**config.mk**
```make
export PLATFORM = sky130hd
export DESIGN_NAME = wait_channel_table_core
export DESIGN_NICKNAME = d
export VERILOG_FILES = /design/src/hw/rtl/wct_pkg.sv /design/src/hw/rtl/wct_slot_mem.sv /design/src/hw/rtl/wct_deadline.sv /design/src/hw/rtl/wait_channel_table_core.sv
export VERILOG_INCLUDE_DIRS = /design/src /design/src/hw/rtl
export SDC_FILE = /design/constraint.sdc
export NUM_CORES = 2
export LEC_CHECK = 0
export ABC_AREA = 1
export BUFFER_PORTS_ARGS = -buffer_cell sky130_fd_sc_hd__buf_2
export CORE_UTILIZATION = 40
export CTS_CLUSTER_SIZE = 25
export DETAILED_ROUTE_END_ITERATION = 16
export SLEW_MARGIN = 15
export SYNTH_ARGS = -nofsm -noshare
export SYNTH_HDL_FRONTEND = slang
export SYNTH_SLANG_ARGS = --single-unit
```
**constraint.sdc**
```tcl
create_clock -name aclk -period 9 [get_ports aclk]
set_input_delay 0.9 -clock aclk [delete_from_list [all_inputs] [get_ports aclk]]
set_output_delay 0.9 -clock aclk [all_outputs]
set_load 0.005 [all_outputs]
```
**src/hw/rtl/wait_channel_table_core_defines.svh**
```systemverilog
// Assertion macros shared by the wait channel table RTL.
// Self-contained; included by the top level that carries the assertions.
`ifndef WAIT_CHANNEL_TABLE_CORE_DEFINES_SVH
`define WAIT_CHANNEL_TABLE_CORE_DEFINES_SVH

// Same-cycle implication, disabled while reset is asserted.
`define WCT_ASSERT_IMP(lbl, clk, rstn, ante, cons, msg) \
    lbl: assert property (@(posedge clk) disable iff (!rstn) (ante) |-> (cons)) \
        else $error(msg);

// Next-cycle implication, disabled while reset is asserted.
`define WCT_ASSERT_NXT(lbl, clk, rstn, ante, cons, msg) \
    lbl: assert property (@(posedge clk) disable iff (!rstn) (ante) |=> (cons)) \
        else $error(msg);

`endif

```
**src/hw/rtl/wct_pkg.sv**
```systemverilog
// Types and constants for the wait channel table.
// No dependencies; imported by every module of the block.
`default_nettype none
package wct_pkg;

    typedef logic [1:0] kind_t;

    localparam kind_t KIND_BLOCK    = 2'd0;
    localparam kind_t KIND_WAKE_ALL = 2'd1;
    localparam kind_t KIND_WAKE_ONE = 2'd2;
    localparam kind_t KIND_RESUME   = 2'd3;

    localparam int CHAN_W     = 32;
    localparam int TICK_W     = 32;
    localparam int RATE_W     = 17;
    localparam int TASK_W     = 4;
    localparam int MASK_W     = 16;
    localparam int S_TDATA_W  = 104;
    localparam int S_TUSER_W  = 2;
    localparam int M_TDATA_W  = 120;

    // Division by 1000 as a multiply by ceil(2^41 / 1000) and a right shift.
    // Exact for every 32-bit dividend.
    localparam logic [31:0] RECIP_1000  = 32'd2199023256;
    localparam int          RECIP_SHIFT = 41;
    localparam int          QUOT_W      = 64 - RECIP_SHIFT;

    localparam int RATE_RESET = 1000;

endpackage
`default_nettype wire

```
**src/hw/rtl/wct_slot_mem.sv**
```systemverilog
// Channel store of the wait channel table: one write port, one read port.
// Depends on wct_pkg for the channel width.
`default_nettype none
module wct_slot_mem import wct_pkg::*; #(
    parameter int DEPTH = 16,
    parameter int AW    = 4
) (
    input  wire logic              aclk,
    input  wire logic              we,
    input  wire logic [AW-1:0]     waddr,
    input  wire logic [CHAN_W-1:0] wdata,
    input  wire logic [AW-1:0]     raddr,
    output logic      [CHAN_W-1:0] rdata
);

    logic [CHAN_W-1:0] mem [DEPTH];

    always_ff @(posedge aclk) begin
        if (we) begin
            mem[waddr] <= wdata;
        end
    end

    always_ff @(posedge aclk) begin
        rdata <= mem[raddr];
    end

endmodule
`default_nettype wire

```
**src/hw/rtl/wct_deadline.sv**
```systemverilog
// Three-stage deadline unit: ms times tick rate, divide by 1000, add to now plus one; a zero wait gives zero.
// Depends on wct_pkg for widths and the reciprocal constant.
`default_nettype none
module wct_deadline import wct_pkg::*; (
    input  wire logic              aclk,
    input  wire logic              aresetn,
    input  wire logic              start,
    input  wire logic [TICK_W-1:0] wait_ms,
    input  wire logic [TICK_W-1:0] now_tick,
    input  wire logic [RATE_W-1:0] tick_rate,
    output logic                   done,
    output logic      [TICK_W-1:0] deadline
);

    logic              v1_reg, v2_reg, v3_reg;
    logic [TICK_W-1:0] prod_reg, prod_next;
    logic [QUOT_W-1:0] quot_reg, quot_next;
    logic [TICK_W-1:0] dl_reg, dl_next;
    logic [TICK_W+RATE_W-1:0] prod_full;
    logic [63:0]       recip_full;

    always_comb begin
        prod_full  = {{RATE_W{1'b0}}, wait_ms} * {{TICK_W{1'b0}}, tick_rate};
        prod_next  = prod_full[TICK_W-1:0];
        recip_full = {32'b0, prod_reg} * {32'b0, RECIP_1000};
        quot_next  = recip_full[63:RECIP_SHIFT];
        if (wait_ms == '0) begin
            dl_next = '0;
        end else begin
            dl_next = now_tick + {{(TICK_W-QUOT_W){1'b0}}, quot_reg} + TICK_W'(1);
        end
    end

    always_ff @(posedge aclk) begin
        if (!aresetn) begin
            v1_reg <= 1'b0;
            v2_reg <= 1'b0;
            v3_reg <= 1'b0;
        end else begin
            v1_reg <= start;
            v2_reg <= v1_reg;
            v3_reg <= v2_reg;
        end
    end

    always_ff @(posedge aclk) begin
        prod_reg <= prod_next;
        quot_reg <= quot_next;
        dl_reg   <= dl_next;
    end

    assign done     = v3_reg;
    assign deadline = dl_reg;

endmodule
`default_nettype wire

```
**src/hw/rtl/wait_channel_table_core.sv**
```systemverilog
// Top level of the wait channel table: handshakes, sequencer, slot flags.
// Depends on wct_pkg, wct_slot_mem, wct_deadline and the assertion header.
`default_nettype none
`include "wait_channel_table_core_defines.svh"

// Wait channel table. Tasks block on a channel address, and wake beats
// release every blocked task on that channel (or only the lowest slot for
// wake one). Every input beat yields exactly one result beat. One item is
// worked on at a time: a block waits on the deadline multiply, divide-by-1000
// and add, a resume or a no-op beat goes straight to its result, and a wake
// scans every slot of the table in order, reading one slot per cycle
// through the single read port of the channel memory. A new beat is taken
// while the previous result still waits on the result port. The tick rate
// register may be written only while the block is idle.
module wait_channel_table_core import wct_pkg::*; #(
    parameter int TASK_SLOTS = 16
) (
    input  wire logic                 aclk,
    input  wire logic                 aresetn,
    input  wire logic                 s_tvalid,
    output logic                      s_tready,
    // task_req[3:0], channel[35:4], wait_ms[67:36], now_tick[99:68], zero pad
    input  wire logic [S_TDATA_W-1:0] s_tdata,
    // kind[1:0]
    input  wire logic [S_TUSER_W-1:0] s_tuser,
    output logic                      m_tvalid,
    input  wire logic                 m_tready,
    // woken_mask[15:0], was_woken[16], deadline_tick[48:17],
    // wakeups_total[80:49], blocked_now[112:81], zero pad
    output logic      [M_TDATA_W-1:0] m_tdata,
    input  wire logic                 cfg_valid,
    output logic                      cfg_ready,
    input  wire logic [RATE_W-1:0]    cfg_data
);

    localparam int IW = (TASK_SLOTS > 1) ? $clog2(TASK_SLOTS) : 1;
    localparam int CW = IW + 1;

    localparam logic [1:0] S_IDLE = 2'd0;
    localparam logic [1:0] S_CALC = 2'd1;
    localparam logic [1:0] S_SCAN = 2'd2;
    localparam logic [1:0] S_DONE = 2'd3;

    logic [1:0]            state_reg, state_next;
    logic [RATE_W-1:0]     rate_reg, rate_next;
    logic [TASK_SLOTS-1:0] blocked_reg, blocked_next;
    logic [TASK_SLOTS-1:0] chan_set_reg, chan_set_next;
    logic [31:0]           wake_cnt_reg, wake_cnt_next;
    logic [31:0]           blk_cnt_reg, blk_cnt_next;
    logic [CW-1:0]         rd_cnt_reg, rd_cnt_next;
    logic                  cmp_valid_reg, cmp_valid_next;
    logic                  found_reg, found_next;
    logic                  m_valid_reg, m_valid_next;

    kind_t                 kind_reg, kind_next;
    logic [TASK_W-1:0]     task_reg, task_next;
    logic [CHAN_W-1:0]     chan_reg, chan_next;
    logic [TICK_W-1:0]     tmo_reg, tmo_next;
    logic [TICK_W-1:0]     now_reg, now_next;
    logic [IW-1:0]         cmp_idx_reg, cmp_idx_next;
    logic [MASK_W-1:0]     mask_reg, mask_next;
    logic [TICK_W-1:0]     dl_reg, dl_next;

    logic [MASK_W-1:0]     o_mask_reg, o_mask_next;
    logic                  o_woken_reg, o_woken_next;
    logic [TICK_W-1:0]     o_dl_reg, o_dl_next;
    logic [31:0]           o_wake_reg, o_wake_next;
    logic [31:0]           o_blk_reg, o_blk_next;

    logic                  s_accept;
    logic                  out_free;
    logic                  slot_ok;
    logic [IW-1:0]         task_idx;
    logic                  block_go;
    logic                  hit;
    logic                  mem_we;
    logic [CHAN_W-1:0]     mem_rdata;
    logic                  dl_start;
    logic                  dl_done;
    logic [TICK_W-1:0]     dl_value;

    assign s_tready  = (state_reg == S_IDLE);
    assign s_accept  = s_tvalid && s_tready;
    assign cfg_ready = 1'b1;
    assign out_free  = !m_valid_reg || m_tready;
    assign slot_ok   = ({3'b0, task_reg} < 7'(TASK_SLOTS));
    assign task_idx  = IW'(task_reg);
    assign block_go  = (kind_reg == KIND_BLOCK) && slot_ok && (chan_reg != '0);
    assign hit       = cmp_valid_reg && blocked_reg[cmp_idx_reg] && (mem_rdata == chan_reg)
                       && !((kind_reg == KIND_WAKE_ONE) && found_reg);
    assign dl_start  = s_accept && (s_tuser == KIND_BLOCK);
    assign mem_we    = (state_reg == S_DONE) && out_free && block_go;

    wct_slot_mem #(
        .DEPTH (TASK_SLOTS),
        .AW    (IW)
    ) u_mem (
        .aclk  (aclk),
        .we    (mem_we),
        .waddr (task_idx),
        .wdata (chan_reg),
        .raddr (rd_cnt_reg[IW-1:0]),
        .rdata (mem_rdata)
    );

    // The deadline is worked out for every block beat; the result is only
    // used when the block actually takes effect.
    wct_deadline u_deadline (
        .aclk       (aclk),
        .aresetn    (aresetn),
        .start      (dl_start),
        .wait_ms    (tmo_next),
        .now_tick   (now_next),
        .tick_rate  (rate_reg),
        .done       (dl_done),
        .deadline   (dl_value)
    );

    always_comb begin
        state_next     = state_reg;
        rate_next      = rate_reg;
        blocked_next   = blocked_reg;
        chan_set_next  = chan_set_reg;
        wake_cnt_next  = wake_cnt_reg;
        blk_cnt_next   = blk_cnt_reg;
        rd_cnt_next    = rd_cnt_reg;
        cmp_valid_next = 1'b0;
        cmp_idx_next   = cmp_idx_reg;
        found_next     = found_reg;
        m_valid_next   = m_valid_reg && !m_tready;
        kind_next      = kind_reg;
        task_next      = task_reg;
        chan_next      = chan_reg;
        tmo_next       = tmo_reg;
        now_next       = now_reg;
        mask_next      = mask_reg;
        dl_next        = dl_reg;
        o_mask_next    = o_mask_reg;
        o_woken_next   = o_woken_reg;
        o_dl_next      = o_dl_reg;
        o_wake_next    = o_wake_reg;
        o_blk_next     = o_blk_reg;

        if (cfg_valid) begin
            rate_next = cfg_data;
        end

        case (state_reg)
            S_IDLE: begin
                if (s_accept) begin
                    kind_next   = s_tuser;
                    task_next   = s_tdata[3:0];
                    chan_next   = s_tdata[35:4];
                    tmo_next    = s_tdata[67:36];
                    now_next    = s_tdata[99:68];
                    mask_next   = '0;
                    found_next  = 1'b0;
                    rd_cnt_next = '0;
                    if (s_tuser == KIND_BLOCK) begin
                        state_next = S_CALC;
                    end else if ((s_tuser == KIND_WAKE_ALL || s_tuser == KIND_WAKE_ONE)
                                 && s_tdata[35:4] != '0) begin
                        state_next = S_SCAN;
                    end else begin
                        state_next = S_DONE;
                    end
                end
            end
            S_CALC: begin
                if (dl_done) begin
                    dl_next    = dl_value;
                    state_next = S_DONE;
                end
            end
            S_SCAN: begin
                // The compare sees the read data in the cycle after its address is set; the memory is
                // not written during a scan, so no forwarding is needed.
                if (rd_cnt_reg < CW'(TASK_SLOTS)) begin
                    cmp_valid_next = 1'b1;
                    cmp_idx_next   = rd_cnt_reg[IW-1:0];
                    rd_cnt_next    = rd_cnt_reg + CW'(1);
                end
                if (hit) begin
                    blocked_next[cmp_idx_reg]  = 1'b0;
                    chan_set_next[cmp_idx_reg] = 1'b0;
                    wake_cnt_next = wake_cnt_reg + 32'd1;
                    if (blk_cnt_reg != '0) begin
                        blk_cnt_next = blk_cnt_reg - 32'd1;
                    end
                    mask_next  = mask_reg | (MASK_W'(1) << cmp_idx_reg);
                    found_next = 1'b1;
                end
                if (!cmp_valid_reg && rd_cnt_reg == CW'(TASK_SLOTS)) begin
                    state_next = S_DONE;
                end
            end
            S_DONE: begin
                if (out_free) begin
                    o_woken_next = 1'b0;
                    o_dl_next    = '0;
                    if (block_go) begin
                        blocked_next[task_idx]  = 1'b1;
                        chan_set_next[task_idx] = 1'b1;
                        blk_cnt_next = blk_cnt_reg + 32'd1;
                        o_dl_next    = dl_reg;
                    end
                    if (kind_reg == KIND_RESUME && slot_ok) begin
                        o_woken_next            = !chan_set_reg[task_idx];
                        blocked_next[task_idx]  = 1'b0;
                        chan_set_next[task_idx] = 1'b0;
                    end
                    o_mask_next  = mask_reg;
                    o_wake_next  = wake_cnt_next;
                    o_blk_next   = blk_cnt_next;
                    m_valid_next = 1'b1;
                    state_next   = S_IDLE;
                end
            end
            default: begin
                state_next = S_IDLE;
            end
        endcase
    end

    always_ff @(posedge aclk) begin
        if (!aresetn) begin
            state_reg     <= S_IDLE;
            rate_reg      <= RATE_W'(RATE_RESET);
            blocked_reg   <= '0;
            chan_set_reg  <= '0;
            wake_cnt_reg  <= '0;
            blk_cnt_reg   <= '0;
            rd_cnt_reg    <= '0;
            cmp_valid_reg <= 1'b0;
            found_reg     <= 1'b0;
            m_valid_reg   <= 1'b0;
        end else begin
            state_reg     <= state_next;
            rate_reg      <= rate_next;
            blocked_reg   <= blocked_next;
            chan_set_reg  <= chan_set_next;
            wake_cnt_reg  <= wake_cnt_next;
            blk_cnt_reg   <= blk_cnt_next;
            rd_cnt_reg    <= rd_cnt_next;
            cmp_valid_reg <= cmp_valid_next;
            found_reg     <= found_next;
            m_valid_reg   <= m_valid_next;
        end
    end

    always_ff @(posedge aclk) begin
        kind_reg    <= kind_next;
        task_reg    <= task_next;
        chan_reg    <= chan_next;
        tmo_reg     <= tmo_next;
        now_reg     <= now_next;
        cmp_idx_reg <= cmp_idx_next;
        mask_reg    <= mask_next;
        dl_reg      <= dl_next;
        o_mask_reg  <= o_mask_next;
        o_woken_reg <= o_woken_next;
        o_dl_reg    <= o_dl_next;
        o_wake_reg  <= o_wake_next;
        o_blk_reg   <= o_blk_next;
    end

    assign m_tvalid = m_valid_reg;
    assign m_tdata  = {7'b0, o_blk_reg, o_wake_reg, o_dl_reg, o_woken_reg, o_mask_reg};

    `WCT_ASSERT_IMP(a_cmp_only_in_scan, aclk, aresetn, cmp_valid_reg, state_reg == S_SCAN, "compare valid outside a scan")
    `WCT_ASSERT_IMP(a_wake_one_single, aclk, aresetn, state_reg == S_SCAN && kind_reg == KIND_WAKE_ONE, $countones(mask_reg) <= 1, "wake one woke more than one slot")
    `WCT_ASSERT_IMP(a_dl_done_in_calc, aclk, aresetn, dl_done, state_reg == S_CALC, "deadline result arrived outside the wait for it")
    `WCT_ASSERT_NXT(a_busy_after_accept, aclk, aresetn, s_accept, !s_tready, "input taken again before the item finished")

endmodule
`default_nettype wire

```
==> impl_metrics.py <==
metrics = {
    "place": {
        "routabilityCongestion": 0.922,
        "port_buffers": 238,
        "dpl.hpwl_mm": 136,
        "dp.cells": 9542,
    },
    "timing": {
        "finalCriticalPeriod_ns": 7.65,
        "slew_viol_final": 0,
        "finalSetupViolations": 0,
        "slew_headroom_pct": 22.5,
        "min_period_over_period_pct": 85.0,
        "report.final.hold_viol_count": 0,
        "worst_pin_slew_ns": 1.16,
        "tns_ns": 0,
        "clock_skew_ns": 0.0822,
        "max_freq_mhz": 131,
        "rsz0062_at_grt": "no",
    },
    "clock_tree": {
        "cts-buffers-inserted": 109,
        "cts_resized": 0,
        "clk_path_buf_depth": 3,
        "cts_root_buf": "clkbuf_16",
        "post_cts_buffers": 0,
        "cts.sinks": 1024,
        "clkLatencyLatePin_ns": 0.77,
        "clkTransAtPathRegs_ns": 0.07,
        "cts_tree": "built",
        "hold_buffers": 0,
        "htree_num_levels": 3,
    },
    "grt": {
        "overflow": 0,
        "grt_pass1_wl_mm": 299,
        "grt_start_max_net_pins": 115,
        "grt_usage_pct": 22.4,
        "grt_pass1_vias": 51000,
        "antenna_found_initial": 7,
    },
    "routing": {
        "first_iter_violations": 3960,
        "ant_nets": 0,
        "drc": 0,
        "vias": 50100,
        "avgRoutedWirePerCell_um": 19.7,
        "firstDrtPassIters": 5,
        "totalWireLength_mm": 193,
        "routed_via_density": 5.14,
    },
    "die": {
        "dieHeight_um": 416,
        "fp.dieArea_mm2": 0.173,
        "io_pins": 251,
        "die_x_um": 416,
        "coreArea_mm2": 0.170,
        "num_rows": 151,
        "start_util_pct": 40.4,
    },
    "synth": {
        "synth_edf_count": 715,
        "synth-seq-cells": 1024,
        "syn_area_mm2": 0.0686,
        "synth.distinct_cells": 55,
        "yosys_warnings": 0,
        "synth_area_per_cell_um2": 9.45,
        "yosysTopAreaCell": "edfxtp_1",
        "synth.most_common_cell": "nand2_1",
        "synth_common_cells": "nand2_1, inv_1, nor2_1, edfxtp_1, fa_1",
        "ys.flop_type": "edfxtp_1",
        "yosysTopAreaCellShare_pct": 31.3,
        "seq_area_frac_synth_pct": 40.3,
        "synthCells": 7266,
        "async_flop_share_pct": 0,
        "netlist_top_cells_area": "edfxtp_1, fa_1, dfxtp_1",
    },
    "run_status": {
        "status": "complete, no violations",
    },
    "cells_and_area": {
        "final_nets": 8672,
        "drive_gt1_share_pct": 7.37,
        "finalNonFillerCells": 9753,
        "syn2layout_area_growth_pct": 10.8,
        "top_register": "u_mem.mem",
        "finish.utilization_pct": 44.8,
        "largest_reg_flops": 512,
    },
    "critical_path": {
        "critPathMaxFanout": 49,
        "critPathCaptureType": "flop",
        "critPathLaunchType": "flop",
        "critical_path_required_ns": 9.61,
        "critical_path_class": "flop to flop",
        "crit_arrival_ns": 8.26,
    },
    "min_path": {
        "hp-class": "primary input to flop",
    },
    "job": {
        "maxCapViolCount": 0,
    },
}
worst max-delay path, stage by stage (launching register included):
cell and delay [ns]:
dfxtp_1 0.33, inv_1 0.14, ha_1 0.35, nand2_8 0.26
inv_4 0.35, or2_1 0.14, o21ai_1 0.18, inv_1 0.49
nand2_1 0.18, fa_1 0.55, fa_1 0.54, fa_1 0.52
inv_1 0.05, fa_1 0.50, fa_1 0.50, inv_1 0.05
fa_1 0.53, inv_1 0.06, ha_1 0.34, a21oi_1 0.20
o21ai_0 0.15, a21oi_1 0.28, nand3_1 0.23, nand2_1 0.11
nand3_1 0.14, nand3_1 0.10, nand2_1 0.06, xor2_1 0.13
metal layers:
| metal | vias to the layer above | track usage, % | share of wire, % |
|---|---|---|---|
| met1 | 24700 | 29.6 | 43 |
| li1 | 23700 | - | - |
| met5 | - | 0 | 0 |
| met4 | 0 | 8.44 | 3.6 |
| met2 | 1404 | 38.0 | 48 |
| met3 | 282 | 2.18 | 5.1 |
metrics by stage:
stage               hold slack [ns]  cell area, µm²  worst slack (ns)
floorplan                     0.386           68700              2.01
global placement              0.388           72200              1.35
detailed placement            0.389           72200              1.24
CTS                           0.255           76000              1.45
global route                  0.287           76100             0.921
finish                        0.317           76100              1.35
cell type report:
type,instances,area [µm²]
multi-input cells,4719,35300
clock inverters,67,866
inverters,1272,4780
diodes,4,10.0
clock buffers,139,2950
fillers,16200,93800
well taps,2218,2780
repair buffers,310,1750
flip-flops and latches,1024,27700
kinds of logic (layout without fill, tap and decap cells):
group	count (synthesis)	after routing	synth area share, %
other	2	12	0.0109
xor gates and xnor gates	127	127	1.62
buffers and inverters	1529	1788	8.58
and+or+nand+nor	2481	2481	14.5
adders and majority gates	1108	1108	27.0
DFF	1024	1024	40.3
AOI/OAI and AO/OA	995	995	8.02
layout by cell type, fill, tap and decap left out, types with 9 or more instances in the layout:
cell type	n
xor2_1	94
or2_1	9
o21bai_1	15
a21oi_1	267
o21ai_0	432
nor4_1	32
or2_2	10
fa_1	618
a22oi_1	12
clkbuf_8	11
buf_4	71
o21a_1	17
nand4_1	72
buf_2	238
nand3_1	125
inv_2	11
dfxtp_1	307
nor2_4	19
o21ai_1	14
clkbuf_16	109
clkinv_2	16
edfxtp_1	715
clkinv_1	23
xnor2_1	33
nor2_1	805
nor3_1	51
clkbuf_1	19
inv_1	1250
a31oi_1	19
o22ai_1	153
ha_1	489
a21o_1	18
bufinv_16	14
nand2_1	1324
path summary, 6_finish.rpt:
check | from | end | slack, ns | cells after the start
worst max-delay path | state_reg[0] | u_deadline.prod_reg[29] | 1.35 | 27
worst max register to register | state_reg[0] | u_deadline.prod_reg[29] | 1.35 | 27
worst min register to register | u_deadline.deadline[15] | dl_reg[15] | 0.40 | 0
worst min-delay path | s_tdata[1] | task_idx[1] | 0.32 | 1
Power is left out: the tool's default activity adds up to more than one toggle a clock period on the data nets, which glitch-free logic cannot reach.
